## config.mk

```make
export PLATFORM = sky130hd
export DESIGN_NAME = pulse_width_frame_decoder
export DESIGN_NICKNAME = d
export VERILOG_FILES = /design/src/design/pwfd_pkg.sv /design/src/design/pulse_width_frame_decoder.sv
export SDC_FILE = /design/constraint.sdc
export NUM_CORES = 1
export LEC_CHECK = 0
export ABC_AREA = 1
export BUFFER_PORTS_ARGS = -buffer_cell sky130_fd_sc_hd__buf_2
export CAP_MARGIN = 30
export CORE_ASPECT_RATIO = 0.6
export CORE_MARGIN = 2
export CORE_UTILIZATION = 45
export CTS_CLUSTER_DIAMETER = 40
export DETAILED_ROUTE_END_ITERATION = 12
export GPL_ROUTABILITY_DRIVEN = 0
export SYNTH_ARGS = -nofsm -noshare
export SYNTH_HDL_FRONTEND = slang
export SYNTH_SLANG_ARGS = --single-unit
```

## constraint.sdc

```tcl
create_clock -name clk_i -period 6.7 [get_ports clk_i]
set_input_delay 0.67 -clock clk_i [delete_from_list [all_inputs] [get_ports clk_i]]
set_output_delay 0.67 -clock clk_i [all_outputs]
set_load 0.05 [all_outputs]
```

## src/design/pwfd_pkg.sv

```systemverilog
package pwfd_pkg;

  // Byte slots in one frame; the byte count saturates at the last slot.
  localparam int PayloadMax = 64;
  localparam int ByteCntW   = 6;
  localparam int BitsPerByte = 8;

  // Window register indexes on the configuration port.
  localparam int NumRegs = 7;
  localparam logic [2:0] RegSyncLow  = 3'd0;
  localparam logic [2:0] RegSyncHigh = 3'd1;
  localparam logic [2:0] RegOneLow   = 3'd2;
  localparam logic [2:0] RegZeroLow  = 3'd3;
  localparam logic [2:0] RegStopLow  = 3'd4;
  localparam logic [2:0] RegOneHigh  = 3'd5;
  localparam logic [2:0] RegZeroHigh = 3'd6;

  // Kind of a result word.
  typedef enum logic [1:0] {
    EvByte  = 2'd0,
    EvEnd   = 2'd1,
    EvError = 2'd2
  } event_kind_e;

  // One line sample.
  typedef struct packed {
    logic        line_level;
    logic [31:0] sample_time;
  } in_word_t;

  // One decoder event.
  typedef struct packed {
    event_kind_e          event_kind;
    logic [7:0]           byte_value;
    logic [ByteCntW-1:0]  byte_index;
    logic [ByteCntW-1:0]  frame_length;
    logic [31:0]          frames_seen;
    logic [31:0]          errors_seen;
  } out_word_t;

  // A window holds the inclusive minimum in its low half and the maximum in its high half.
  function automatic logic in_window(input logic [31:0] win, input logic [31:0] width);
    in_window = (width >= {16'h0000, win[15:0]}) && (width <= {16'h0000, win[31:16]});
  endfunction

  // True when the width is above the window maximum.
  function automatic logic above_window(input logic [31:0] win, input logic [31:0] width);
    above_window = width > {16'h0000, win[31:16]};
  endfunction

endpackage

```

## src/design/pulse_width_frame_decoder.sv

```systemverilog
// An edge sample that causes an event shows it on the output in the cycle after acceptance.
// Throughput: one sample per cycle while no result waits untaken; the single output register
// is refilled in the cycle it is taken. Each sample is handled by one 32-bit subtract and a
// few 32-bit window compares. Reset (rst_ni low, asynchronous): decoder idle, line assumed
// high, counters and windows cleared, no output word pending.
module pulse_width_frame_decoder (
  input  logic                 clk_i,
  input  logic                 rst_ni,
  input  logic                 in_valid_i,
  output logic                 in_ready_o,
  input  pwfd_pkg::in_word_t   in_data_i,
  output logic                 out_valid_o,
  input  logic                 out_ready_i,
  output pwfd_pkg::out_word_t  out_data_o,
  input  logic                 cfg_we_i,
  input  logic [2:0]           cfg_index_i,
  input  logic [31:0]          cfg_data_i
);

  typedef enum logic [2:0] {
    PhIdle     = 3'd0,
    PhSyncLow  = 3'd1,
    PhSyncHigh = 3'd2,
    PhBitLow   = 3'd3,
    PhBitHigh  = 3'd4
  } phase_e;

  logic [31:0] win_q [pwfd_pkg::NumRegs];

  phase_e                        phase_q, phase_d;
  logic                          prior_level_q, prior_level_d;
  logic [31:0]                   prior_time_q, prior_time_d;
  logic                          pending_bit_q, pending_bit_d;
  logic [2:0]                    bit_pos_q, bit_pos_d;
  logic [7:0]                    byte_shift_q, byte_shift_d;
  logic [pwfd_pkg::ByteCntW-1:0] byte_total_q, byte_total_d;
  logic [31:0]                   frame_cnt_q, frame_cnt_d;
  logic [31:0]                   error_cnt_q, error_cnt_d;

  logic                 out_valid_q;
  pwfd_pkg::out_word_t  out_data_q, result;
  logic                 emit;

  logic        in_fire, out_fire, is_edge, rising;
  logic [31:0] width;

  assign out_fire    = out_valid_q && out_ready_i;
  assign in_ready_o  = !out_valid_q || out_ready_i;
  assign in_fire     = in_valid_i && in_ready_o;
  assign out_valid_o = out_valid_q;
  assign out_data_o  = out_data_q;

  assign is_edge = in_data_i.line_level != prior_level_q;
  assign rising  = in_data_i.line_level;
  assign width   = in_data_i.sample_time - prior_time_q;

  // Window registers, written from the configuration port; other indexes are dropped.
  always_ff @(posedge clk_i or negedge rst_ni) begin
    if (!rst_ni) begin
      for (int i = 0; i < pwfd_pkg::NumRegs; i++) begin
        win_q[i] <= '0;
      end
    end else if (cfg_we_i && (cfg_index_i < 3'(pwfd_pkg::NumRegs))) begin
      win_q[cfg_index_i] <= cfg_data_i;
    end
  end

  // Next decoder state and the event, if any, for the sample on the input.
  always_comb begin
    phase_d        = phase_q;
    prior_level_d  = prior_level_q;
    prior_time_d   = prior_time_q;
    pending_bit_d  = pending_bit_q;
    bit_pos_d      = bit_pos_q;
    byte_shift_d   = byte_shift_q;
    byte_total_d   = byte_total_q;
    frame_cnt_d    = frame_cnt_q;
    error_cnt_d    = error_cnt_q;
    emit           = 1'b0;
    result.event_kind   = pwfd_pkg::EvByte;
    result.byte_value   = '0;
    result.byte_index   = '0;
    result.frame_length = '0;

    if (is_edge) begin
      prior_level_d = in_data_i.line_level;
      prior_time_d  = in_data_i.sample_time;
      case (phase_q)
        PhSyncLow: begin
          if (rising) begin
            phase_d = pwfd_pkg::in_window(win_q[pwfd_pkg::RegSyncLow], width) ?
                      PhSyncHigh : PhIdle;
          end
        end
        PhSyncHigh: begin
          if (!rising) begin
            if (pwfd_pkg::in_window(win_q[pwfd_pkg::RegSyncHigh], width)) begin
              phase_d      = PhBitLow;
              frame_cnt_d  = frame_cnt_q + 32'd1;
              byte_total_d = '0;
              bit_pos_d    = '0;
            end else begin
              phase_d = PhIdle;
            end
          end
        end
        PhBitLow: begin
          if (rising) begin
            if (pwfd_pkg::in_window(win_q[pwfd_pkg::RegOneLow], width)) begin
              pending_bit_d = 1'b1;
              phase_d       = PhBitHigh;
            end else if (pwfd_pkg::in_window(win_q[pwfd_pkg::RegZeroLow], width)) begin
              pending_bit_d = 1'b0;
              phase_d       = PhBitHigh;
            end else if (pwfd_pkg::in_window(win_q[pwfd_pkg::RegStopLow], width) ||
                         pwfd_pkg::above_window(win_q[pwfd_pkg::RegStopLow], width)) begin
              // A stop with no byte received is ignored.
              if (byte_total_q != '0) begin
                phase_d             = PhIdle;
                emit                = 1'b1;
                result.event_kind   = pwfd_pkg::EvEnd;
                result.frame_length = byte_total_q;
              end
            end else begin
              phase_d           = PhIdle;
              error_cnt_d       = error_cnt_q + 32'd1;
              emit              = 1'b1;
              result.event_kind = pwfd_pkg::EvError;
            end
          end
        end
        PhBitHigh: begin
          if (!rising) begin
            if (!pwfd_pkg::in_window(pending_bit_q ? win_q[pwfd_pkg::RegOneHigh] :
                                     win_q[pwfd_pkg::RegZeroHigh], width)) begin
              phase_d           = PhIdle;
              error_cnt_d       = error_cnt_q + 32'd1;
              emit              = 1'b1;
              result.event_kind = pwfd_pkg::EvError;
            end else begin
              byte_shift_d[bit_pos_q] = pending_bit_q;
              phase_d   = PhBitLow;
              bit_pos_d = bit_pos_q + 3'd1;
              // The last bit of a byte completes it; the slot count saturates.
              if (bit_pos_q == 3'(pwfd_pkg::BitsPerByte - 1)) begin
                if (byte_total_q != pwfd_pkg::ByteCntW'(pwfd_pkg::PayloadMax - 1)) begin
                  byte_total_d = byte_total_q + pwfd_pkg::ByteCntW'(1);
                end
                emit              = 1'b1;
                result.event_kind = pwfd_pkg::EvByte;
                result.byte_value = byte_shift_d;
                result.byte_index = byte_total_q;
              end
            end
          end
        end
        default: begin
          phase_d = rising ? PhIdle : PhSyncLow;
        end
      endcase
    end
    result.frames_seen = frame_cnt_d;
    result.errors_seen = error_cnt_d;
  end

  // Decoder state, updated on every accepted sample.
  always_ff @(posedge clk_i or negedge rst_ni) begin
    if (!rst_ni) begin
      phase_q       <= PhIdle;
      prior_level_q <= 1'b1;
      prior_time_q  <= '0;
      pending_bit_q <= 1'b0;
      bit_pos_q     <= '0;
      byte_shift_q  <= '0;
      byte_total_q  <= '0;
      frame_cnt_q   <= '0;
      error_cnt_q   <= '0;
    end else if (in_fire) begin
      phase_q       <= phase_d;
      prior_level_q <= prior_level_d;
      prior_time_q  <= prior_time_d;
      pending_bit_q <= pending_bit_d;
      bit_pos_q     <= bit_pos_d;
      byte_shift_q  <= byte_shift_d;
      byte_total_q  <= byte_total_d;
      frame_cnt_q   <= frame_cnt_d;
      error_cnt_q   <= error_cnt_d;
    end
  end

  // Output register valid flag.
  always_ff @(posedge clk_i or negedge rst_ni) begin
    if (!rst_ni) begin
      out_valid_q <= 1'b0;
    end else if (in_fire && emit) begin
      out_valid_q <= 1'b1;
    end else if (out_fire) begin
      out_valid_q <= 1'b0;
    end
  end

  // Output register payload.
  always_ff @(posedge clk_i) begin
    if (in_fire && emit) begin
      out_data_q <= result;
    end
  end

endmodule

```

Word-level counts from Yosys, hierarchy flattened
Cells that the tools add are included.
{ "word_totals": {"regBits": 429, "input_bits": 73} }
{ "op_classes": {"n_addsub": 5, "order_cmp": 18, "n_eq_ne": 16, "mux": 68, "bitwise": 9, "reduce_logical": 27} }
{ "op_table": {"columns": ["operator", "count"], "rows": [
  ["$mux 32", 13],
  ["$bwmux 224", 1],
  ["$ge 32x16->1", 6],
  ["$le 32x16->1", 6],
  ["$demux 32 s3", 1],
  ["$add 32x1->32 const B", 2],
  ["$pmux 32 s2", 1],
  ["$mux 3", 12],
  ["$mux 6", 6],
  ["$gt 32x16->1", 1],
  ["$sub 32x32->32", 1],
  ["$mux 14", 2],
  ["$mux 1", 16],
  ["$mux 16", 1],
  ["$mux 2", 8],
  ["$ne 2x2->1 const B", 8],
  ["$reduce_and 7->1", 2],
  ["$logic_and 1x1->1", 12],
  ["$pmux 3 s4", 1],
  ["$pmux 6 s2", 1],
  ["$reduce_and 5->1", 2],
  ["$reduce_and 9->1", 1],
  ["$bwmux 8", 1],
  ["$not 1->1", 8],
  ["25 further kinds", 30]
]} }

Depth between registers and ports, before layout
Gate-level depths: netlist of the first run.
{ "logic_depth": {"ltp_word": 12, "mapped_depth": 33, "mapped_depth_nobuf": 32} }

Worst setup path after synthesis of the first run
OpenSTA, ideal clock, no wires.
{ "synth_path": {"kind": "input to register", "from": "input in_data_i[0] (netlist bit)", "to": "register out_data_q, in the netlist out_data_o[0], enable pin", "arrival_time_ns": 5.577, "required_ns": 6.253, "path_slack_ns": 0.676, "path_stages": 22, "path_cell_list": "inv_1 -> ha_1 -> fa_1 -> inv_1 -> nand2_1 -> nand2_1 -> and2_1 -> nand2_1 -> nand3_1 -> xor2_1 -> ha_1 -> nand3_1 -> inv_1 -> a21oi_1 -> nand2_1 -> nand2_1 -> nand2_1 -> a21oi_1 -> nand2_1 -> nand2_1 -> nand4_1 -> nand2_1"} }
{ "synth_via": {"elab_chain_cells": 11} }
{ "synth_rtl": {"columns": ["item", "line", "rtl"], "rows": [
  ["start: declaration", "pulse_width_frame_decoder.sv:11", "input pwfd_pkg::in_word_t in_data_i,"],
  ["$sub 32x32->32 *", "pulse_width_frame_decoder.sv:55", "assign width = in_data_i.sample_time - prior_time_q;"],
  ["$ge 32x16->1 or $le 32x16->1 (tied branches)", "pwfd_pkg.sv:43", "in_window = (width >= {16'h0000, win[15:0]}) && (width <= {16'h0000, win[31:16]});"],
  ["$logic_and 1x1->1", "pwfd_pkg.sv:43", null],
  ["$logic_or 1x1->1", "pulse_width_frame_decoder.sv:115", "end else if (pwfd_pkg::in_window(win_q[pwfd_pkg::RegStopLow], width) ||"],
  ["$mux 1", "pulse_width_frame_decoder.sv:115", null],
  ["$mux 1", "pulse_width_frame_decoder.sv:112", "end else if (pwfd_pkg::in_window(win_q[pwfd_pkg::RegZeroLow], width)) begin"],
  ["$mux 1", "pulse_width_frame_decoder.sv:109", "if (pwfd_pkg::in_window(win_q[pwfd_pkg::RegOneLow], width)) begin"],
  ["$mux 1", "pulse_width_frame_decoder.sv:108", "if (rising) begin"],
  ["$pmux 1 s2 *", "pulse_width_frame_decoder.sv:88", "case (phase_q)"],
  ["$mux 1 *", "pulse_width_frame_decoder.sv:85", "if (is_edge) begin"],
  ["$logic_and 1x1->1 *", "pulse_width_frame_decoder.sv:204", "if (in_fire && emit) begin"],
  ["end signal: assignment", "pulse_width_frame_decoder.sv:205", "out_data_q <= result;"],
  ["end: declaration", "pulse_width_frame_decoder.sv:41", "pwfd_pkg::out_word_t out_data_q, result;"]
]} }
Every way passes the cells marked *; elsewhere a longest branch is shown, timed or not.
A chain may end at the register's enable or synchronous reset.

Worst setup path in the final report of the first run
{ "layout_path": {"from": "register prior_time_q[0]", "to": "register out_data_q, in the netlist out_data_o[16], enable pin"} }
{ "layout_via": {"elab_chain_cells": 11} }
{ "layout_rtl": {"columns": ["item", "line", "rtl"], "rows": [
  ["start: declaration", "pulse_width_frame_decoder.sv:32", "logic [31:0] prior_time_q, prior_time_d;"],
  ["start signal: assignment", "pulse_width_frame_decoder.sv:181", "prior_time_q <= prior_time_d;"],
  ["$sub 32x32->32 *", "pulse_width_frame_decoder.sv:55", null],
  ["$ge 32x16->1 or $le 32x16->1 (tied branches)", "pwfd_pkg.sv:43", null],
  ["$logic_and 1x1->1", "pwfd_pkg.sv:43", null],
  ["$logic_or 1x1->1", "pulse_width_frame_decoder.sv:115", null],
  ["$mux 1", "pulse_width_frame_decoder.sv:115", null],
  ["$mux 1", "pulse_width_frame_decoder.sv:112", null],
  ["$mux 1", "pulse_width_frame_decoder.sv:109", null],
  ["$mux 1", "pulse_width_frame_decoder.sv:108", null],
  ["$pmux 1 s2 *", "pulse_width_frame_decoder.sv:88", null],
  ["$mux 1 *", "pulse_width_frame_decoder.sv:85", null],
  ["$logic_and 1x1->1 *", "pulse_width_frame_decoder.sv:204", null]
]} }
Marked as above.

==> impl_metrics.csv, run 1 <==
group,metric,value,unit
die,io_pins,161,
clocking,numCtsBuffers,52,
clocking,post_cts_buffers,0,
die,initial_utilization,45.6,%
cells_and_area,fillers,5573,
yosys,syn_inst,3403,
clocking,clock_latency,0.61,ns
sta,rsz0062_at_grt,"false",
power_and_ir_drop,power.leakage,15.7,nW
route,antenna_left,0,
clocking,cts_sinks,429,
sta,tightestPinTransition,1.02,ns
clocking,ctsResizeCount,0,
cells_and_area,area.sequential,0.0112,mm²
sta,relSlewSlack,31.9,%
sta,drv_slew,0,
global_routing,grt_start_max_net_pins,122,
yosys,yosysWarnings,0,
worst_setup_path,critPathKind,"flip-flop to flip-flop",
die,chipWidth,316,µm
clocking,htreeDepth,2,
yosys,avgSynthCellArea,7.71,µm²
sta,finalSetupViolCount,0,
cells_and_area,area_delta_synth_final,13.9,%
place,dpl.cell_count,4281,
die,die_area,0.0604,mm²
cells_and_area,nNetsFinal,3868,
clocking,cts_root_buf,"clkbuf_16",
die,die_y,191,µm
route,dr.first_iter.drc_count,1893,
yosys,synth_seq_cells,429,
yosys,synth-edff-count,86,
yosys,syn-cell-area,0.0263,mm²
global_routing,grt_usage,23.9,%
power_and_ir_drop,ir_drop,250,µV
worst_setup_path,crit_arrival,5.59,ns
global_routing,overflow,0,
power_and_ir_drop,p_total,13.1,mW
sta,fin_skew,0.0200,ns
clocking,cts_hold_buf,0,
sta,period_share,79.2,%
route,wl,70500,µm
worst_setup_path,crit_required,6.98,ns
cells_and_area,antenna_cells,0,
yosys,synthesis.nets,3706,
yosys,synth.distinct_cells,53,
worst_setup_path,cp-end-kind,"flip-flop",
worst_hold_path,hp-class,"input port to asynchronous set/reset pin",
global_routing,grt_pass1_vias,20300,
cells_and_area,stdcell_area,0.0299,mm²
yosys,ys_seq_area_share,42.5,%
cells_and_area,fin_cells,4379,
route,drc_errors,0,
clocking,clockBufferDepth,3,
status,status,"finished, final reports clean",
sta,setup_tns,0,ns
place,numPortBuffers,160,
route,via_per_inst,4.99,
sta,layout_setup_ws,1.40,ns
global_routing,antenna_found_initial,1,
worst_setup_path,start_kind,"flip-flop",
cells_and_area,utilization,51.9,%
global_routing,grt_first_pass_wirelength,114000,µm
die,core,0.0576,mm²
sta,clock.fmax,0.189,GHz
clocking,clkTransAtPathRegs,0.07,ns
place,dp_slack,0.929,ns
worst_setup_path,crit_fanout,48,
yosys,synthFlopType,"dfrtp_1",
die,rows,68,
run,drv_cap,0,
cells_and_area,drive_gt1_share,10.4,%
sta,holdWs,0.147,ns
place,place_area,0.0280,mm²
place,place_hpwl,51500,µm
yosys,synthArstFlopShare,80.0,%
sta,period_needed,5.30,ns
clocking,cts_tree,"done",
cells_and_area,multiInputGateArea,0.0127,mm²
route,first_pass_iters,6,
route,wire_per_inst,16.1,µm
route,vias,21900,
power_and_ir_drop,powerDensity,437,mW/mm²
sta,hold_viol,0,
## sequential cells by signal, summed over array words and instances (netlist names)
| name | cells |
|---|---|
| frame_cnt_q | 32 |
| phase_q | 3 |
| prior_time_q | 32 |
| out_valid_o | 1 |
| byte_shift_q | 8 |
| byte_total_q | 6 |
| error_cnt_q | 32 |
| out_data_o | 86 |
| pending_bit_q | 1 |
| prior_level_q | 1 |
| bit_pos_q | 3 |
| win_q | 224 |
## cell type report
class                           instances  area share (%)
Sequential cell                       429            37.4
Timing Repair Buffer                  193            3.75
Clock buffer                           61            4.60
Clock inverter                         37            1.67
Tap cell                              770            3.22
Inverter                              550            6.90
Multi-Input combinational cell       2339            42.5
## worst max-delay path: stages, from the launching register on
cell and delay (ns):
dfrtp_1 0.39, ha_1 0.21, fa_1 0.40, inv_1 0.15, nand2_1 0.06, nand2_1 0.08, and2_1 0.21, nand2_1 0.07
nand3_1 0.10, xor2_1 0.63, ha_1 0.36, nand3_1 0.10, inv_1 0.05, a21oi_1 0.17, nand2_1 0.08, nand2_1 0.13
nand2_1 0.06, a21oi_1 0.37, nand2_1 0.14, nand2_1 0.11, nand4_1 0.23, nand2_4 0.51, buf_12 0.33
## cell usage after synthesis, types with 3 or more instances
cell type,count,share of area (%)
nor3_1,43,0.82
nor2_1,166,2.4
nand2_2,26,0.62
inv_2,9,0.13
buf_6,3,0.13
nor4_1,10,0.24
o211ai_1,8,0.23
nand3_2,4,0.15
o21ai_1,6,0.11
o21ai_0,338,6.4
nand4_1,43,1.0
nor2_2,15,0.36
o221ai_1,3,0.10
ha_1,229,11
clkbuf_1,68,0.97
dfrtp_1,342,33
mux2i_1,31,1.2
o21a_1,3,0.086
buf_2,10,0.19
nand3_1,115,2.2
a211oi_1,7,0.20
inv_1,541,7.7
nand2_4,3,0.13
nor2_4,7,0.30
and2_1,6,0.14
edfxtp_1,86,9.8
nand3b_1,7,0.20
nand2_1,1062,15
o21bai_1,4,0.11
a21oi_1,125,2.4
xor2_1,46,1.5
xnor2_1,5,0.17
buf_1,4,0.057
a31oi_1,3,0.071
## final timing paths
check | startpoint | end | slack (ns) | cells after the start
hold reg to reg | win_q[181]$_DFFE_PN0P_ | win_q[181]$_DFFE_PN0P_ | 0.48 | 2
min in group clk_i | in_data_i[20] | prior_time_q[20]$_DFFE_PN0P_ | 0.30 | 3
setup reg to reg | prior_time_q[0]$_DFFE_PN0P_ | out_data_o[16]$_DFFE_PP_ | 1.40 | 22
max in group asynchronous | rst_ni | pending_bit_q$_DFFE_PN0P_ | 4.96 | 2
setup / recovery | prior_time_q[0]$_DFFE_PN0P_ | out_data_o[16]$_DFFE_PP_ | 1.40 | 22
hold / removal | rst_ni | win_q[4]$_DFFE_PN0P_ | 0.15 | 1
## per-layer routing
metal  GRT usage, %  vias up  share of wire [%]
met5              0        -                  0
met4           4.39        0                1.5
met3           4.08       72                6.8
met2           31.9      617                 38
met1           39.5     9964                 54
li1               -    11200                  -
## cells in the final DEF (no fill, tap or decap), types with 10 or more instances in the layout
cell type and instances:
nand2_1 1054, inv_1 540, dfrtp_1 341, o21ai_0 338
ha_1 229, nor2_1 165, buf_2 159, a21oi_1 125
nand3_1 114, edfxtp_1 86, clkbuf_16 52, xor2_1 46
nand4_1 43, nor3_1 42, nand2_2 33, mux2i_1 31
buf_4 28, nor2_2 15, inv_2 10, nor4_1 10
## cell families after synthesis
group	count (synthesis)	synth area share, %
AND/OR/NAND/NOR	1519	24.3
buffers and inverters	635	9.21
AO/OA/AOI/OAI	507	10.0
flip-flops	429	42.5
adder cells (fa/ha/maj)	230	11.0
XOR/XNOR	52	1.76
multiplexers	31	1.18
## report_power, final
group	switching (mW)	internal [mW]	total, mW	leakage (nW)
registers	0.258	3.12	3.37	5.20
clock network	1.28	1.79	3.07	0.908
logic	4.26	2.37	6.63	9.55
Power figures use the tool's default switching activity.
==> run 2, diff against run 1 <==
- clock period: 6.7 -> 5.2 ns (I/O delays scaled with it)
==> impl_metrics.csv, run 2 (same netlist as run 1, synthesis figures left out) <==
group,metric,value,unit
cells_and_area,largest_reg_flops,224,
cells_and_area,utilization,52.1,%
sta,hold_viol,0,
worst_setup_path,crit_required,5.57,ns
global_routing,overflow,0,
clocking,htreeDepth,2,
place,dp_slack,0.197,ns
power_and_ir_drop,powerDensity,564,mW/mm²
place,place_hpwl,51700,µm
cells_and_area,largest-register,"win_q",
clocking,clockBufferDepth,3,
cells_and_area,area_delta_synth_final,14.3,%
cells_and_area,drive_gt1_share,10.7,%
route,antenna_left,0,
global_routing,grt_usage,23.8,%
route,wire_per_inst,15.9,µm
global_routing,grt_start_max_net_pins,112,
sta,layout_setup_ws,0.429,ns
status,status,"finished, final reports clean",
run,drv_cap,0,
cells_and_area,final_cell_mix,"nand2_1, inv_1, dfrtp_1",
clocking,ctsResizeCount,0,
route,wl,70100,µm
worst_setup_path,start_kind,"flip-flop",
clocking,clock_latency,0.63,ns
route,vias,21900,
route,dr.first_iter.drc_count,1592,
die,rows,68,
place,numPortBuffers,160,
worst_setup_path,critPathKind,"flip-flop to flip-flop",
sta,rsz0062_at_grt,"false",
die,die_y,191,µm
clocking,numCtsBuffers,52,
cells_and_area,nNetsFinal,3882,
global_routing,grt_pass1_vias,20300,
route,first_pass_iters,6,
die,initial_utilization,45.6,%
worst_hold_path,hp-class,"input port to flip-flop",
worst_setup_path,crit_fanout,9,
cells_and_area,fin_cells,4395,
sta,period_needed,4.77,ns
sta,drv_slew,0,
clocking,cts_sinks,429,
power_and_ir_drop,power.leakage,15.7,nW
die,core,0.0576,mm²
power_and_ir_drop,p_total,16.9,mW
route,drc_errors,0,
worst_setup_path,cp-end-kind,"flip-flop",
clocking,clkTransAtPathRegs,0.06,ns
sta,period_share,91.8,%
die,io_pins,161,
sta,setup_tns,0,ns
global_routing,grt_first_pass_wirelength,113000,µm
sta,tightestPinTransition,1.10,ns
global_routing,antenna_found_initial,1,
die,chipWidth,316,µm
place,dpl.cell_count,4294,
sta,relSlewSlack,26.2,%
cells_and_area,stdcell_area,0.0300,mm²
cells_and_area,final_common_cell,"nand2_1",
worst_setup_path,crit_arrival,5.14,ns
place,place_area,0.0282,mm²
die,die_area,0.0604,mm²
sta,clock.fmax,0.210,GHz
sta,fin_skew,0.0295,ns
sta,holdWs,0.132,ns
power_and_ir_drop,ir_drop,345,µV
clocking,cts_tree,"done",
route,via_per_inst,4.97,
clocking,cts_root_buf,"clkbuf_16",
sta,finalSetupViolCount,0,
[run 2: cell count changes in the layout (fill, tap and decap cells not counted), moves of 3 or more]
cell	previous run	this run
buf_4	28	38
inv_8	8	1
clkinv_2	3	9
clkbuf_8	4	0
clkbuf_1	5	2
[run 2: path summary, 6_finish.rpt]
kind | slack (ns) | end | cells after the start | start
max | 0.43 | out_data_o[5]$_DFFE_PP_ | 25 | prior_time_q[10]$_DFFE_PN0P_
min | 0.13 | prior_time_q[14]$_DFFE_PN0P_ | 3 | in_data_i[14]
max reg2reg | 0.43 | out_data_o[5]$_DFFE_PP_ | 25 | prior_time_q[10]$_DFFE_PN0P_
min reg2reg | 0.48 | win_q[36]$_DFFE_PN0P_ | 2 | win_q[36]$_DFFE_PN0P_
max in group asynchronous | 3.53 | win_q[50]$_DFFE_PN0P_ | 3 | rst_ni
min in group asynchronous | 0.47 | win_q[199]$_DFFE_PN0P_ | 2 | rst_ni
[run 2: routing by layer]
metal	vias up	global-route usage [%]	wire length, µm
met4	0	5.16	1120
met5	-	0	0
met3	82	4.14	4310
li1	11300	-	-
met1	9999	38.8	38100
met2	522	31.8	26600
[run 2: what timing repair did]
| action | in CTS | in global routing |
|---|---|---|
| setup buffers | 0 | 0 |
| hold buffers | 1 | 0 |
| hold endpoints to repair | 79 | 0 |
[run 2: worst max-delay path: stages (launching register included)]
cell	delay, ns
dfrtp_1	0.32
inv_1	0.05
ha_1	0.42
nand2_1	0.15
nor2_1	0.21
nand2_1	0.10
inv_1	0.06
nand2_1	0.04
nand2_1	0.09
xor2_1	0.48
buf_4	0.31
ha_1	0.19
nand2_1	0.09
inv_1	0.08
nand3_1	0.07
nor3_1	0.22
nand2_1	0.10
nand3b_1	0.20
nand2_1	0.20
nand3_1	0.28
buf_4	0.21
nand3_1	0.15
a21oi_1	0.20
o21ai_0	0.11
nand3_1	0.08
nand2_1	0.11
[run 2: layout make-up]
| class | instances | area (µm²) |
|---|---|---|
| Multi-Input combinational cell | 2339 | 12700 |
| Clock inverter | 44 | 514 |
| Timing Repair Buffer | 207 | 1270 |
| Antenna cell | 2 | 5.00 |
| Sequential cell | 429 | 11200 |
| Inverter | 550 | 2060 |
| Tap cell | 770 | 963 |
| Clock buffer | 54 | 1310 |
| Fill cell | 5608 | 27600 |
[run 2: report_power, final]
group          switching, mW  leakage, nW  internal [mW]
Combinational           5.55         9.63           3.16
Sequential             0.331         5.20           4.02
Clock                   1.64        0.880           2.23
Total                   7.52         15.7           9.41
